### src/design/doy_cal_pkg.sv
// ----------------------------------------------------------------------------
// doy_cal_pkg
// Shared types and constants for the day-of-year to calendar field converter.
// ----------------------------------------------------------------------------
package doy_cal_pkg;

    localparam int YEAR_W   = 14;
    localparam int DAYS_W   = 16;
    localparam int MONTH_W  = 4;
    localparam int HOUR_W   = 5;
    localparam int MINUTE_W = 6;
    localparam int SECOND_W = 22;
    localparam int SEC_FRAC = 16;
    localparam int DOY_W    = 9;
    localparam int MDAY_W   = 5;
    localparam int NUM_MONTHS = 12;

    typedef logic [DOY_W-1:0]   t_doy;
    typedef logic [MONTH_W-1:0] t_month;

    // cumulative days before each month, entry 0 unused
    localparam t_doy CUM_DAYS [0:NUM_MONTHS] = '{
        9'd0,   9'd0,   9'd31,  9'd59,  9'd90,  9'd120, 9'd151,
        9'd181, 9'd212, 9'd243, 9'd273, 9'd304, 9'd334
    };

    localparam logic [YEAR_W-1:0] YEAR_DURATION = '0;
    localparam logic [DAYS_W-1:0] LEN_COMMON    = 16'd365;
    localparam logic [DAYS_W-1:0] LEN_LEAP      = 16'd366;
    localparam logic [DAYS_W-1:0] DOY_FEB29     = 16'd59;
    localparam t_month            MONTH_NONE    = 4'd0;
    localparam t_month            MONTH_JAN     = 4'd1;
    localparam t_month            MONTH_FEB     = 4'd2;
    localparam t_month            MONTH_DEC     = 4'd12;
    localparam logic [MDAY_W-1:0] MDAY_FEB29    = 5'd29;
    localparam logic [MDAY_W-1:0] MDAY_LAST     = 5'd31;

    // year / 100 by reciprocal, exact for every 14-bit year
    localparam int                RECIP_SHIFT   = 19;
    localparam logic [12:0]       RECIP_100     = 13'd5243;
    localparam logic [6:0]        CENTURY       = 7'd100;

    function automatic logic year_is_leap(input logic [YEAR_W-1:0] y);
        logic [26:0]       prod;
        logic [7:0]        q;
        logic [YEAR_W-1:0] rem;
        prod = 27'(y) * 27'(RECIP_100);
        q    = prod[26:RECIP_SHIFT];
        rem  = y - (YEAR_W'(q) * YEAR_W'(CENTURY));
        if (rem == '0) begin
            return (q[1:0] == 2'b00);
        end
        return (y[1:0] == 2'b00);
    endfunction

endpackage

### src/design/day_of_year_to_calendar_fields.sv
// ----------------------------------------------------------------------------
// day_of_year_to_calendar_fields
// Converts year, zero-based day of year and a fixed-point day fraction into
// month, day of month, hour, minute and seconds (Q6.16).
// ----------------------------------------------------------------------------
// One item is taken per clock with start; busy is never raised. Each result
// appears on the outputs two cycles after the edge that takes its item, is
// held for one cycle under o_valid, and must be captured at the edge that
// ends that cycle: there is no back-pressure. The three register stages are
// the input register, a stage for the date lookup and the hour and minute
// products, and a stage for the seconds product. Year 0 gives a duration
// (month 0, day = whole days); a day past the year's end raises
// o_range_error and saturates to December 31.
module day_of_year_to_calendar_fields
    import doy_cal_pkg::*;
#(
    parameter int FRACTION_BITS = 32
) (
    input  logic                     i_clk,
    input  logic                     i_rst_n,
    input  logic                     start,
    output logic                     busy,
    input  logic [YEAR_W-1:0]        i_year,
    input  logic [DAYS_W-1:0]        i_whole_days,
    input  logic [FRACTION_BITS-1:0] i_day_fraction,
    output logic                     o_valid,
    output logic [YEAR_W-1:0]        o_year_out,
    output logic [MONTH_W-1:0]       o_month,
    output logic [DAYS_W-1:0]        o_day,
    output logic [HOUR_W-1:0]        o_hour,
    output logic [MINUTE_W-1:0]      o_minute,
    output logic [SECOND_W-1:0]      o_second_fixed,
    output logic                     o_range_error
);

    localparam int FB = FRACTION_BITS;

    // input register
    logic                  r_v0;
    logic [YEAR_W-1:0]     r_year0;
    logic [DAYS_W-1:0]     r_days0;
    logic [FB-1:0]         r_frac0;

    // middle stage
    logic                  r_v1;
    logic [YEAR_W-1:0]     r_year1;
    logic [MONTH_W-1:0]    r_month1;
    logic [DAYS_W-1:0]     r_day1;
    logic                  r_err1;
    logic [HOUR_W-1:0]     r_hour1;
    logic [MINUTE_W-1:0]   r_minute1;
    logic [FB-1:0]         r_frac1;

    // stage 0 logic
    logic                  n_leap;
    logic [MONTH_W-1:0]    n_month;
    logic [DAYS_W-1:0]     n_day;
    logic                  n_err;
    t_doy                  n_e;
    t_doy                  n_base;
    t_doy                  n_mday_full;
    logic [FB+4:0]         n_t1;
    logic [FB+5:0]         n_t2;
    logic [FB+5:0]         n_t3;

    assign busy = 1'b0;

    always_ff @(posedge i_clk) begin
        if (!i_rst_n) begin
            r_v0    <= 1'b0;
            r_v1    <= 1'b0;
            o_valid <= 1'b0;
        end else begin
            r_v0    <= start;
            r_v1    <= r_v0;
            o_valid <= r_v1;
        end
    end

    always_ff @(posedge i_clk) begin
        if (start) begin
            r_year0 <= i_year;
            r_days0 <= i_whole_days;
            r_frac0 <= i_day_fraction;
        end
        r_year1   <= r_year0;
        r_month1  <= n_month;
        r_day1    <= n_day;
        r_err1    <= n_err;
        r_hour1   <= n_t1[FB+4:FB];
        r_minute1 <= n_t2[FB+5:FB];
        r_frac1   <= n_t2[FB-1:0];
        o_year_out     <= r_year1;
        o_month        <= r_month1;
        o_day          <= r_day1;
        o_range_error  <= r_err1;
        o_hour         <= r_hour1;
        o_minute       <= r_minute1;
        o_second_fixed <= n_t3[FB+5:FB-SEC_FRAC];
    end

    // date lookup
    always_comb begin
        n_leap      = year_is_leap(r_year0);
        n_err       = 1'b0;
        n_month     = MONTH_JAN;
        n_base      = CUM_DAYS[1];
        n_e         = r_days0[DOY_W-1:0];
        if (n_leap && (r_days0 > DOY_FEB29)) begin
            n_e = r_days0[DOY_W-1:0] - t_doy'(1);
        end
        for (int k = 2; k <= NUM_MONTHS; k++) begin
            if (n_e >= CUM_DAYS[k]) begin
                n_month = MONTH_W'(k);
                n_base  = CUM_DAYS[k];
            end
        end
        n_mday_full = n_e - n_base + t_doy'(1);
        n_day       = DAYS_W'(n_mday_full[MDAY_W-1:0]);
        if (r_year0 == YEAR_DURATION) begin
            n_month = MONTH_NONE;
            n_day   = r_days0;
        end else if (r_days0 >= (n_leap ? LEN_LEAP : LEN_COMMON)) begin
            n_err   = 1'b1;
            n_month = MONTH_DEC;
            n_day   = DAYS_W'(MDAY_LAST);
        end else if (n_leap && (r_days0 == DOY_FEB29)) begin
            n_month = MONTH_FEB;
            n_day   = DAYS_W'(MDAY_FEB29);
        end
    end

    // time of day by constant products: 24 = 16 + 8, 60 = 64 - 4
    always_comb begin
        n_t1 = ((FB+5)'(r_frac0) << 4) + ((FB+5)'(r_frac0) << 3);
        n_t2 = ((FB+6)'(n_t1[FB-1:0]) << 6) - ((FB+6)'(n_t1[FB-1:0]) << 2);
        n_t3 = ((FB+6)'(r_frac1) << 6) - ((FB+6)'(r_frac1) << 2);
    end

`ifndef SYNTHESIS
    a_valid_follows_start: assert property (
        @(posedge i_clk) disable iff (!i_rst_n)
        o_valid |-> $past(start, 3)
    ) else $error("result without an accepted item");

    a_saturate: assert property (
        @(posedge i_clk) disable iff (!i_rst_n)
        (o_valid && o_range_error) |-> (o_month == MONTH_DEC && o_day == 16'd31)
    ) else $error("range error without saturation");

    a_duration: assert property (
        @(posedge i_clk) disable iff (!i_rst_n)
        (o_valid && o_year_out == YEAR_DURATION) |->
            (o_month == MONTH_NONE && !o_range_error)
    ) else $error("duration item with a month or error");

    a_date_range: assert property (
        @(posedge i_clk) disable iff (!i_rst_n)
        (o_valid && o_year_out != YEAR_DURATION) |->
            (o_month >= MONTH_JAN && o_month <= MONTH_DEC &&
             o_day >= 16'd1 && o_day <= 16'd31)
    ) else $error("calendar date out of range");

    a_time_range: assert property (
        @(posedge i_clk) disable iff (!i_rst_n)
        o_valid |-> (o_hour < 5'd24 && o_minute < 6'd60 && o_second_fixed[21:16] < 6'd60)
    ) else $error("time field out of range");
`endif

endmodule

### config.mk
export PLATFORM = sky130hd
export DESIGN_NAME = day_of_year_to_calendar_fields
export DESIGN_NICKNAME = d
export VERILOG_FILES = /design/src/design/doy_cal_pkg.sv /design/src/design/day_of_year_to_calendar_fields.sv
export SDC_FILE = /design/constraint.sdc
export NUM_CORES = 1
export LEC_CHECK = 0
export ABC_AREA = 1
export BUFFER_PORTS_ARGS = -buffer_cell sky130_fd_sc_hd__buf_2
export CAP_MARGIN = 20
export CORE_MARGIN = 2
export CORE_UTILIZATION = 66
export DETAILED_ROUTE_END_ITERATION = 16
export PLACE_DENSITY = 0.89
export REMOVE_ABC_BUFFERS = 1
export SLEW_MARGIN = 0
export SYNTH_ARGS = -nofsm -noshare
export SYNTH_HDL_FRONTEND = slang
export SYNTH_SLANG_ARGS = --single-unit
### constraint.sdc
create_clock -name i_clk -period 23.9 [get_ports i_clk]
set_input_delay 4.78 -clock i_clk [delete_from_list [all_inputs] [get_ports i_clk]]
set_output_delay 4.78 -clock i_clk [all_outputs]
set_load 0.05 [all_outputs]
==> results by stage, run 1 <==
Run status:
- The run finished with clean final reports.

Synth:
- The post-synthesis async set-or-reset flop share is 0.
- The share of synthesized area in the top cell type comes to 0.201.
- The commonest register cell after synthesis is dfxtp_1.
- The number of warnings reported in the yosys synthesis log is 0.
- The synthesized design spends more area on one cell type than any other, namely ha_1.
- Counting flops with a built-in enable in the synthesized netlist gives 62.
- The cell count after synthesis is 1594.
- The mean post-synth cell area is 9.04 sq um.
- The post-synth design cell area is 0.0144 sq mm.
- The register bit count reported by yosys is 206.
- The post-synthesis cell type count is 54.
- The share of the yosys chip area belonging to registers is 0.329.
- Sorting the synthesized cells by area gives the leading types as ha_1, dfxtp_1, edfxtp_1.

CTS:
- For this design, the sink count on the clock tree is 206.
- The longest clock path from root to sink contains 3 buffers.
- The clock slew at the register clock pins of the worst setup and hold paths is 60 ps.
- The H-tree level count is 1.
- The number of buffers added for setup after CTS is 0.
- The root cell of the clock tree is clkbuf_16.
- TritonCTS built the clock tree.
- The later pin in the worst-skew pair is clocked with a latency of 510 ps.
- Once the clock tree was built, the resizer swapped 0 gates to a different size.
- The number of hold buffers added after CTS was 0.
- The number of buffers created by CTS is 22.

Critical path:
- In this run the critical register-to-register path is captured at r_day1[4].
- In this run the worst path has a maximum fanout of 10.
- Counting cells, the worst reg-to-reg path comes to 60.
- The arrival time at the worst endpoint is 11810 ps.
- Counting stages on the worst path, the most repeated cell is inv_1.
- The critical path required time is 24330 ps.
- In this run the register-to-register setup slack is 12510 ps.
- In this design, the stage delay of the slowest critical-path cell is 730 ps.
- The category of the critical setup timing path is reg2reg.
- STA classifies the critical path endpoint as a flop.
- The worst register-to-register path begins at r_year0[11].
- The cell with the largest stage delay on the worst path is edfxtp_1.
- The worst setup path is launched from a flop.

GRT:
- The first global-routing pass estimated 50.6 mm of wire.
- The number of global-route vias before repair is 11300.
- The global-route total usage across every layer is 0.273.
- The total congestion overflow after global routing is 0.
- The initial antenna violation count was 2.
- The maximum number of pins on one net before global-route repair is 64.

Layout:
- Of the cells placed in the final design, the portion with a size suffix greater than 1 is 0.122.
- The signed area change from the synthesized netlist to the final layout is 12.1%.
- The net count of the finished layout is 2111.

Detailed routing:
- The via density per instance is 5.43.
- Summed over all layers, the routed wires come to 30.6 mm.
- After the first detailed-routing iteration, the DRC count stood at 611.
- In the final routed layout, each cell accounts on average for 14.9 um.
- The count of nets left with antenna violations once routing finished came out at 0.
- Across all layers, the routed design uses 11100 vias.
- The count of unresolved DRC violations after routing is 0.
- Before antenna repair, the detailed router went through 5 iterations.

Timing:
- The slew at the pin closest to its max-slew limit is 1090 ps.
- The final clock period utilization by the worst path is 0.476.
- The worst clock skew is 12.4 ps.
- The final setup violation count is 0.
- Setup repair after global routing left no endpoint under its margin.
- Headroom to the max-slew limit came out at 0.268.
- The count of endpoints failing hold in the final timing report is 0.
- The number of pins exceeding their max-slew limit in the final report is 0.
- Adding up every negative setup slack in the final design gives 0 ps.
- Derived from the worst setup path, the maximum achievable clock frequency is 0.0878 GHz.
- The post-route minimum period is 11390 ps.

Placement:
- The routability congestion estimate is 0.936.
- Summed over all nets, the half-perimeter wirelength after detailed placement is 24.5 mm.
- The total of buffers placed on input and output ports is 133.

Floorplanning:
- The count of boundary I/O pins is 135.
- The core footprint is 0.0216 sq mm.
- The initial utilization of the core area, before any placement, comes to 0.666.
- The horizontal extent of the die is 152 um.
- The area enclosed by the die boundary is 0.0230 sq mm.
- The vertical extent of the die is 152 um.
- The placement row count is 54.

Worst hold path:
- The worst hold endpoint is o_range_error.
- The worst hold path belongs to the class reg2reg.
- In this run the most critical hold path is launched from r_err1.
- The worst hold path passes through 0 cells.

Job:
- The number of max-capacitance violations reported is 0.
-- area by class of cell --
type | count | area [sq um]
Fill cell | 1488 | 5460
Clock inverter | 12 | 145
Antenna cell | 3 | 7.51
Timing Repair Buffer | 134 | 673
Multi-Input combinational cell | 1065 | 8450
Inverter | 318 | 1190
Tap cell | 280 | 350
Clock buffer | 28 | 593
Sequential cell | 206 | 4740
-- how the worst max path moves through the flow --
| stage | cells past startpoint | start | endpoint |
|---|---|---|---|
| final | 60 | r_year0[11] | r_day1[4] |
| after global routing | 66 | r_year0[11] | r_day1[4] |
| after CTS | 61 | r_year0[11] | r_day1[4] |
| after detailed placement | 61 | r_year0[11] | r_day1[4] |
| after global placement | 60 | r_year0[11] | r_day1[4] |
| after floorplan | 60 | r_year0[11] | r_day1[4] |
-- per-stage QoR --
step	instance area [sq um]	hold slack, ps	utilization	std cells	setup slack [ps]
6_report	16200	318	0.747	2046	12510
3_3_place_gp	15400	310	0.713	2003	13010
3_5_place_dp	15400	312	0.713	2003	12630
5_1_grt	16200	328	0.747	2045	11560
2_1_floorplan	14400	310	-	1589	13680
4_1_cts	16100	322	0.747	2043	12620
-- flip-flops by register name, summed over array words and instances (netlist names), 6 cells and up --
register and count:
r_frac1 27, o_year_out 14, r_day1 16, r_days0 16, o_minute 6, r_frac0 32, o_day 16, r_year1 14
r_year0 14, o_second_fixed 22, r_minute1 6
-- cell usage in the layout, fill, tap and decap left out, types with 61 or more instances in the layout --
cell type and instances:
a21oi_1 124, buf_2 133, dfxtp_1 144, edfxtp_1 62, fa_1 68, ha_1 231
inv_1 311, nand2_1 220, nand3_1 61, nor2_1 80, xor2_1 81
-- logic make-up after synthesis --
family	share of synthesized area
AOI/OAI and AO/OA	0.0936
adders and majority gates	0.295
buffers and inverters	0.0844
and+or+nand+nor	0.132
DFF	0.329
xor gates and xnor gates	0.0656
other	0.000260
-- cells in the mapped netlist (4+ instances only) --
cell	n
a21oi_1	124
nor4_1	5
nand2_2	10
clkbuf_1	4
nand4_1	21
ha_1	231
nor2_2	4
o21ai_1	6
inv_2	7
nand2_1	220
o31ai_1	5
o21ai_0	34
o21bai_1	8
nand3_1	61
nand3_2	4
nor2_1	80
edfxtp_1	62
a31oi_1	5
o211ai_1	5
inv_1	311
a21o_1	7
o221ai_1	4
xnor2_1	27
dfxtp_1	144
nor3_1	9
xor2_1	81
a21oi_2	6
fa_1	68
-- worst max-delay path: cells and delay by family, from the launching register on --
family                     cells  cell delay (ps)
xor gates and xnor gates       3              520
and+or+nand+nor               22             2680
buffers and inverters         13              840
DFF                            1              730
AOI/OAI and AO/OA              9             1410
adders and majority gates     13             5060
-- metal layers --
| layer | wire (um) | up-vias | track usage |
|---|---|---|---|
| met5 | 0 | - | 0 |
| met4 | 983 | 0 | 0.100 |
| met2 | 16000 | 330 | 0.510 |
| met1 | 11900 | 5184 | 0.313 |
| met3 | 1660 | 81 | 0.0434 |
| li1 | - | 5517 | - |
Power of run 1 is not shown: default switching activity piles up to over one toggle a cycle in this logic, so the estimate is an artifact.
==> inputs of run 2 (changes only) <==
--- a/config.mk
+++ b/config.mk
@@ -5,13 +5,13 @@
 export SDC_FILE = /design/constraint.sdc
 export NUM_CORES = 1
 export LEC_CHECK = 0
-export ABC_AREA = 1
+export ABC_AREA = 0
 export BUFFER_PORTS_ARGS = -buffer_cell sky130_fd_sc_hd__buf_2
 export CAP_MARGIN = 20
 export CORE_MARGIN = 2
-export CORE_UTILIZATION = 66
+export CORE_UTILIZATION = 61
 export DETAILED_ROUTE_END_ITERATION = 16
-export PLACE_DENSITY = 0.89
+export PLACE_DENSITY = 0.84
 export REMOVE_ABC_BUFFERS = 1
 export SLEW_MARGIN = 0
 export SYNTH_ARGS = -nofsm -noshare
==> constraint.sdc (replaced) <==
create_clock -name i_clk -period 11.9 [get_ports i_clk]
set_input_delay 2.38 -clock i_clk [delete_from_list [all_inputs] [get_ports i_clk]]
set_output_delay 2.38 -clock i_clk [all_outputs]
set_load 0.05 [all_outputs]
==> run 2 against run 1 <==
Net effect: the run now ends with setup timing left; utilization grew 0.50 points; wire length grew 22%; maximum frequency is 4.4% lower; register-to-register slack worse by 13000 ps; worst setup slack got worse by 13000 ps.
==> results by stage, run 2 <==
Run status:
- The run finished, with violations left.
- The checks that failed: setup timing.

Synth:
- Among all cell types in the netlist, the one instantiated most often is ha_1.
- Each instance of the synthesized netlist takes up on average 10.2 sq um.
- The commonest register cell after synthesis is dfxtp_1.
- The number of different library cells used by synthesis comes to 98.
- The leading area contributor after synthesis is ha_1.
- Counting instances in the post-synthesis netlist gives the leading cell types as ha_1, inv_1, dfxtp_1.
- Counting flops and latches in the post-synthesis netlist gives 206.
- The area share of the largest cell type after synthesis is 0.197.
- Ranked by total cell area, the synthesized netlist is headed by ha_1, dfxtp_1, edfxtp_1.
- The cell count after synthesis is 1432.
- The post-synthesis async set-or-reset flop share is 0.
- For this run, the number of Yosys warnings is 0.
- For this run, the register share of the synthesized area comes to 0.324.
- After synthesis the cells add up to 0.0146 sq mm.
- Counting flops with a built-in enable in the synthesized netlist gives 62.

Critical path:
- The critical path is of the reg2reg type.
- Setup slack on the worst reg-to-reg path comes out at -20 ps.
- The cell with the largest stage delay on the worst path is fa_1.
- Counting cells, the worst reg-to-reg path comes to 56.
- The combined buffer and inverter count along the critical path is 12.
- The destination of the worst register-to-register timing path is r_day1[4].
- The critical path required time is 12310 ps.
- The arrival time at the worst endpoint is 12320 ps.
- The delay contributed by the slowest stage of the critical path is 550 ps.
- The endpoint class of the critical path is a flop.
- The highest fanout seen on the critical path is 7.
- The worst register-to-register path begins at r_year0[5].
- The family of cells with the greatest summed delay on the critical path is adder cells.
- STA classifies the critical path startpoint as a flop.

Floorplanning:
- The count of boundary I/O pins is 135.
- The die is 159 um tall.
- The total area inside the core boundary comes to 0.0235 sq mm.
- The initial utilization of the core area, before any placement, comes to 0.622.
- The horizontal extent of the die is 159 um.
- The area enclosed by the die boundary is 0.0253 sq mm.
- The placement row count is 56.

Timing:
- The count of endpoints failing hold in the final timing report is 0.
- In this run the tightest slew margin relative to its limit is 0.409.
- In the finished design, the share of the clock period the worst path needs comes to 1.00.
- The number of pins exceeding their max-slew limit in the final report was 0.
- The final total negative setup slack is -15.7 ps.
- On the final layout, the worst clock skew is 16.4 ps.
- The slew at the pin closest to its max-slew limit is 864 ps.
- The post-route minimum period is 11920 ps.
- Static timing analysis puts the maximum clock frequency at 0.0839 GHz.
- The post-route worst setup slack is -15.7 ps.
- Setup violations remaining at the end of the flow were counted as 1.

Detailed routing:
- After detailed routing, the number of remaining DRC violations is 0.
- The via density per instance is 5.82.
- After the first detailed-routing iteration, the DRC count stood at 745.
- The met3 wirelength from detailed routing is 2.02 mm.
- In the detailed route, the total length drawn on met2 is 19.1 mm.
- The highest signal layer in the routed design is met4.
- The first detailed-routing pass took 6 iterations.
- Dividing the detail-routed wire length by the instance count gives 18.6 um.
- The residual antenna-violating net count after detailed routing is 0.
- The routed layout has 11700 vias.
- The met1 wire length is 14.1 mm.
- The routed design has 37.4 mm of wire.

CTS:
- Buffers inserted during clock tree synthesis total 23.
- The clock net sink count is 206.
- The clock slew at the register clock pins of the worst setup and hold paths is 70 ps.
- The clock passes through at most 3 buffers.
- The number of buffers inserted by hold repair at cts is 0.
- The TritonCTS clock tree is done.
- The root cell of the clock tree is clkbuf_16.
- CTS built an H-tree with a depth of 1.
- The clock latency on the worst-skew pair is 530 ps.

GRT:
- The first global-routing pass estimated 53.8 mm of wire.
- The number of global-route vias before repair is 11500.
- Across every metal layer, demand over resource in global routing totals 0.259.
- The maximum number of pins on one net before global-route repair is 64.
- The initial antenna violation count is 3.
- The total congestion overflow after global routing is 0.

Layout:
- Leaving out fill and tap cells, the most frequent cell in the layout is ha_1.
- In the final layout, the registers with the most flip-flops are r_frac0 x32, r_frac1 x27, o_second_fixed x22.
- The net count of the finished layout is 2036.
- The flip-flop count of the largest register after layout is 32.
- The fraction of final layout cells sized beyond drive strength 1 is 0.250.
- The final cell count without fillers is 2010.
- The register with the most flip-flops is r_frac0.
- The top cell types in the final layout, fill and taps aside, are ha_1, inv_1, dfxtp_1, buf_2, buf_4.
- The signed area change from the synthesized netlist to the final layout is 20.9%.

Placement:
- The total half-perimeter wirelength after legalization and detailed placement is 25.8 mm.
- Prior to clock tree synthesis, the placed netlist has a worst setup slack of -128 ps.
- The cell total after placement is 1911.
- The routability congestion estimate is 1.03.
- Buffers placed on the I/O ports in this run total 133.

Job:
- The number of max-capacitance violations reported is 0.

Worst hold path:
- The worst min-delay path startpoint is r_minute1[0].
- The worst hold path terminates at o_minute[0].
- The worst hold path passes through 0 cells.
- The kind of path behind the tightest hold check is reg2reg.
[run 2: worst register-to-register path, delay by kind of cell, from the launching register on]
| kind | cells | cell delay, ps |
|---|---|---|
| AO/OA/AOI/OAI | 16 | 3220 |
| XOR/XNOR | 3 | 480 |
| adder cells (fa/ha/maj) | 13 | 4660 |
| buffers and inverters | 12 | 1130 |
| flip-flops | 1 | 450 |
| multiplexers | 1 | 160 |
| AND/OR/NAND/NOR | 11 | 1680 |
[run 2: timing repair]
item                                    CTS  global route
gates resized for setup                   7           123
pin swaps                                 1            85
endpoints found under the setup margin    1             6
setup buffers                            13            44
endpoints found under the hold margin     0             0
[run 2: how the worst max path moves through the flow]
| stage | startpoint | endpoint | slack (ps) | cells after the start |
|---|---|---|---|---|
| floorplan | r_year0[11] | r_day1[4] | 220 | 52 |
| finish | r_year0[5] | r_day1[4] | -20 | 56 |
| detailed placement | r_year0[8] | r_day1[4] | -130 | 49 |
| global placement | r_year0[4] | r_day1[4] | 360 | 53 |
| global route | r_year0[5] | r_day1[4] | -510 | 52 |
| CTS | r_year0[7] | r_day1[4] | 30 | 51 |
[run 2: logic make-up after synthesis]
family                     after synthesis  share of synthesized area
buffers and inverters                  234                     0.0667
DFF                                    206                      0.324
adders and majority gates              300                      0.291
other                                    1                   0.000256
and+or+nand+nor                        273                     0.0982
AOI/OAI and AO/OA                      308                      0.151
xor gates and xnor gates               103                     0.0631
muxes                                    7                    0.00504
[run 2: routing by layer]
layer / global-route usage / vias to the layer above
met5: 0 / -
met1: 0.302 / 5570
li1: - / 5468
met3: 0.0386 / 168
met4: 0.110 / 0
met2: 0.474 / 497
[run 2: final cells by class]
cell class	count	area (sq um)
fillers	1522	5830
clock buffers	32	661
clock inverters	9	114
flip-flops and latches	206	4740
diodes	3	7.51
multi-input cells	992	9500
inverters	216	813
well taps	319	399
repair buffers	233	1470
[run 2: stage by stage]
stage / util / instance area [sq um] / hold WS [ps]
floorplan: - / 14500 / 310
global placement: 0.674 / 15900 / 311
detailed placement: 0.674 / 15900 / 312
CTS: 0.714 / 16800 / 321
global route: 0.752 / 17700 / 326
finish: 0.752 / 17700 / 325
Power of run 2 is left out for the same reason.
==> inputs of run 3 (changes only) <==
--- a/config.mk
+++ b/config.mk
@@ -5,13 +5,12 @@
 export SDC_FILE = /design/constraint.sdc
 export NUM_CORES = 1
 export LEC_CHECK = 0
-export ABC_AREA = 0
+export ABC_AREA = 1
 export BUFFER_PORTS_ARGS = -buffer_cell sky130_fd_sc_hd__buf_2
 export CAP_MARGIN = 20
-export CORE_MARGIN = 2
-export CORE_UTILIZATION = 61
+export CORE_UTILIZATION = 66
 export DETAILED_ROUTE_END_ITERATION = 16
-export PLACE_DENSITY = 0.84
+export PLACE_DENSITY = 0.89
 export REMOVE_ABC_BUFFERS = 1
 export SLEW_MARGIN = 0
 export SYNTH_ARGS = -nofsm -noshare
==> constraint.sdc (replaced) <==
create_clock -name i_clk -period 14.45 [get_ports i_clk]
set_input_delay 2.89 -clock i_clk [delete_from_list [all_inputs] [get_ports i_clk]]
set_output_delay 2.89 -clock i_clk [all_outputs]
set_load 0.05 [all_outputs]
==> run 3 against run 2 <==
Net effect: the run now ends clean; worst setup slack improved by 3000 ps; flip-flop and latch count unchanged; cell area decreased by 8.7%; utilization increased by 0.99 points; first-iteration DRC count decreased by 15%; via count decreased by 5.6%; register-to-register slack improved by 3000 ps; maximum frequency increased by 4.1%; critical endpoint unchanged; largest cell class unchanged.
==> results by stage, run 3 (synthesis results as in run 1) <==
Floorplanning:
- The core footprint is 0.0212 sq mm.
- The placement row count is 53.
- The count of boundary I/O pins is 135.
- The area enclosed by the die boundary is 0.0224 sq mm.
- The floorplan step set the die height to 150 um.
- The die is 150 um wide.
- The initial utilization of the core area, before any placement, comes to 0.679.

Timing:
- The worst pin sits at a relative slew slack of 0.265.
- The final total negative setup slack is 0 ps.
- For the final database, setup skew stands at 12.2 ps.
- For this run, the top clock speed supported by timing is 0.0874 GHz.
- The count of endpoints failing hold in the final timing report is 0.
- Setup repair after global routing left no endpoint under its margin.
- Setup violations remaining at the end of the flow were counted as 0.
- The slew at the pin closest to its max-slew limit is 1090 ps.
- Of the available clock period, the critical path in the final layout requires 0.792.
- The number of pins exceeding their max-slew limit in the final report was 0.
- After layout, the worst setup slack is 3000 ps.
- For the finished layout, the period the worst path requires is 11450 ps.

Placement:
- At the placement stage, the worst setup path has a slack of 3190 ps.
- The total half-perimeter wirelength after legalization and detailed placement is 24.0 mm.
- The total of buffers placed on input and output ports is 133.
- The congestion estimate from routability-driven global placement came to 0.894.

CTS:
- The number of buffers inserted by hold repair at cts is 0.
- The TritonCTS clock tree is done.
- Once the clock tree was built, the resizer swapped 0 gates to a different size.
- No sink is reached through more buffers than the 3 on the longest clock path.
- The number of buffers created by CTS is 22.
- The H-tree level count is 1.
- The cell sitting at the root of the clock tree is a clkbuf_16.
- The clock slew at the register clock pins of the worst setup and hold paths is 60 ps.
- The clock latency on the worst-skew pair is 520 ps.
- Counting every sink on the clock net gives 206.
- Post-CTS timing repair inserted 0 buffers for setup.

GRT:
- The first-pass GRT wire length is 50.8 mm.
- Entering global routing, the biggest net connects 64 pins.
- The global-route total usage across every layer is 0.284.
- The number of global-route vias before repair is 11100.
- The initial antenna violation count was 4.
- The total overflow left after global routing is 0.

Layout:
- The register with the most flip-flops in the layout has 32 of them.
- The sequential cell area is 0.00474 sq mm.
- The area growth from synthesis to layout is 12.2%.
- In the final layout, the multi-input gates occupy 0.00845 sq mm.
- The net count of the finished layout is 2111.
- The largest registers in the layout are r_frac0 x32, r_frac1 x27, o_second_fixed x22.
- The commonest non-fill, non-tap cell in the layout is inv_1.
- In the final layout, the share of cells above drive strength 1 is 0.121.
- The register with the most flip-flops is r_frac0.
- In the layout the commonest cells are inv_1, ha_1, nand2_1, dfxtp_1, buf_2.
- The fill cell total of the finished layout is 1439.

Critical path:
- The worst setup path is of the reg2reg kind.
- The worst setup path is launched from a flop.
- The cell with the largest stage delay on the worst path is edfxtp_1.
- The critical path required time is 14900 ps.
- The cell family contributing the most delay on the critical path is adder cells.
- The highest fanout seen on the critical path is 10.
- The combined buffer and inverter count along the critical path is 13.
- Data arrives at the worst endpoint at 11890 ps.
- The delay contributed by the slowest stage of the critical path is 740 ps.
- The endpoint class of the critical path is a flop.
- The most numerous cell type found on the critical path is inv_1.

Detailed routing:
- The residual antenna-violating net count after detailed routing is 0.
- The detailed-route wire length is 30.7 mm.
- The post-detailed-route wirelength per cell is 15.0 um.
- For this run, design rule violations remaining after detail routing come to 0.
- The first routing iteration left 631 violations.
- The via density per instance is 5.40.
- The detailed-route via count is 11000.
- The number of iterations in the first detailed-routing pass is 5.

Run status:
- The flow ran to the end, and the final reports show no timing, DRC or antenna violations.

Worst hold path:
- The kind of path behind the tightest hold check is reg2reg.

Job:
- The tool flagged a number of max-cap violations equal to 0.
## run 3: cell type report
cell class	instances	area share
clock inverter	12	0.00843
sequential	206	0.293
inverter	318	0.0738
antenna	6	0.000928
multi-input combinational	1065	0.522
timing repair buffer	134	0.0416
tap	275	0.0213
clock buffer	28	0.0381
## run 3: path summary, 6_finish.rpt
path | depth (start not counted) | slack [ps] | end | startpoint
max reg2reg | 60 | 3000 | r_day1[4] | r_year0[11]
min reg2reg | 0 | 320 | o_day[13] | r_day1[13]
min | 0 | 320 | o_day[13] | r_day1[13]
max | 60 | 3000 | r_day1[4] | r_year0[11]
## run 3: routing by layer
metal / up-vias / share of wire / global-route usage
met2: 294 / 0.53 / 0.534
li1: 5524 / - / -
met4: 0 / 0.033 / 0.0990
met3: 77 / 0.045 / 0.0345
met5: - / 0 / 0
met1: 5150 / 0.39 / 0.329
## run 3: per-stage QoR
step | utilization | instances | instance area (sq um) | hold WS [ps]
finish | 0.762 | 2044 | 16200 | 318
global route | 0.762 | 2042 | 16200 | 318
CTS | 0.761 | 2038 | 16200 | 312
detailed placement | 0.726 | 1998 | 15400 | 312
global placement | 0.726 | 1998 | 15400 | 310
floorplan | - | 1589 | 14400 | 310
Power of run 3 is left out for the same reason.
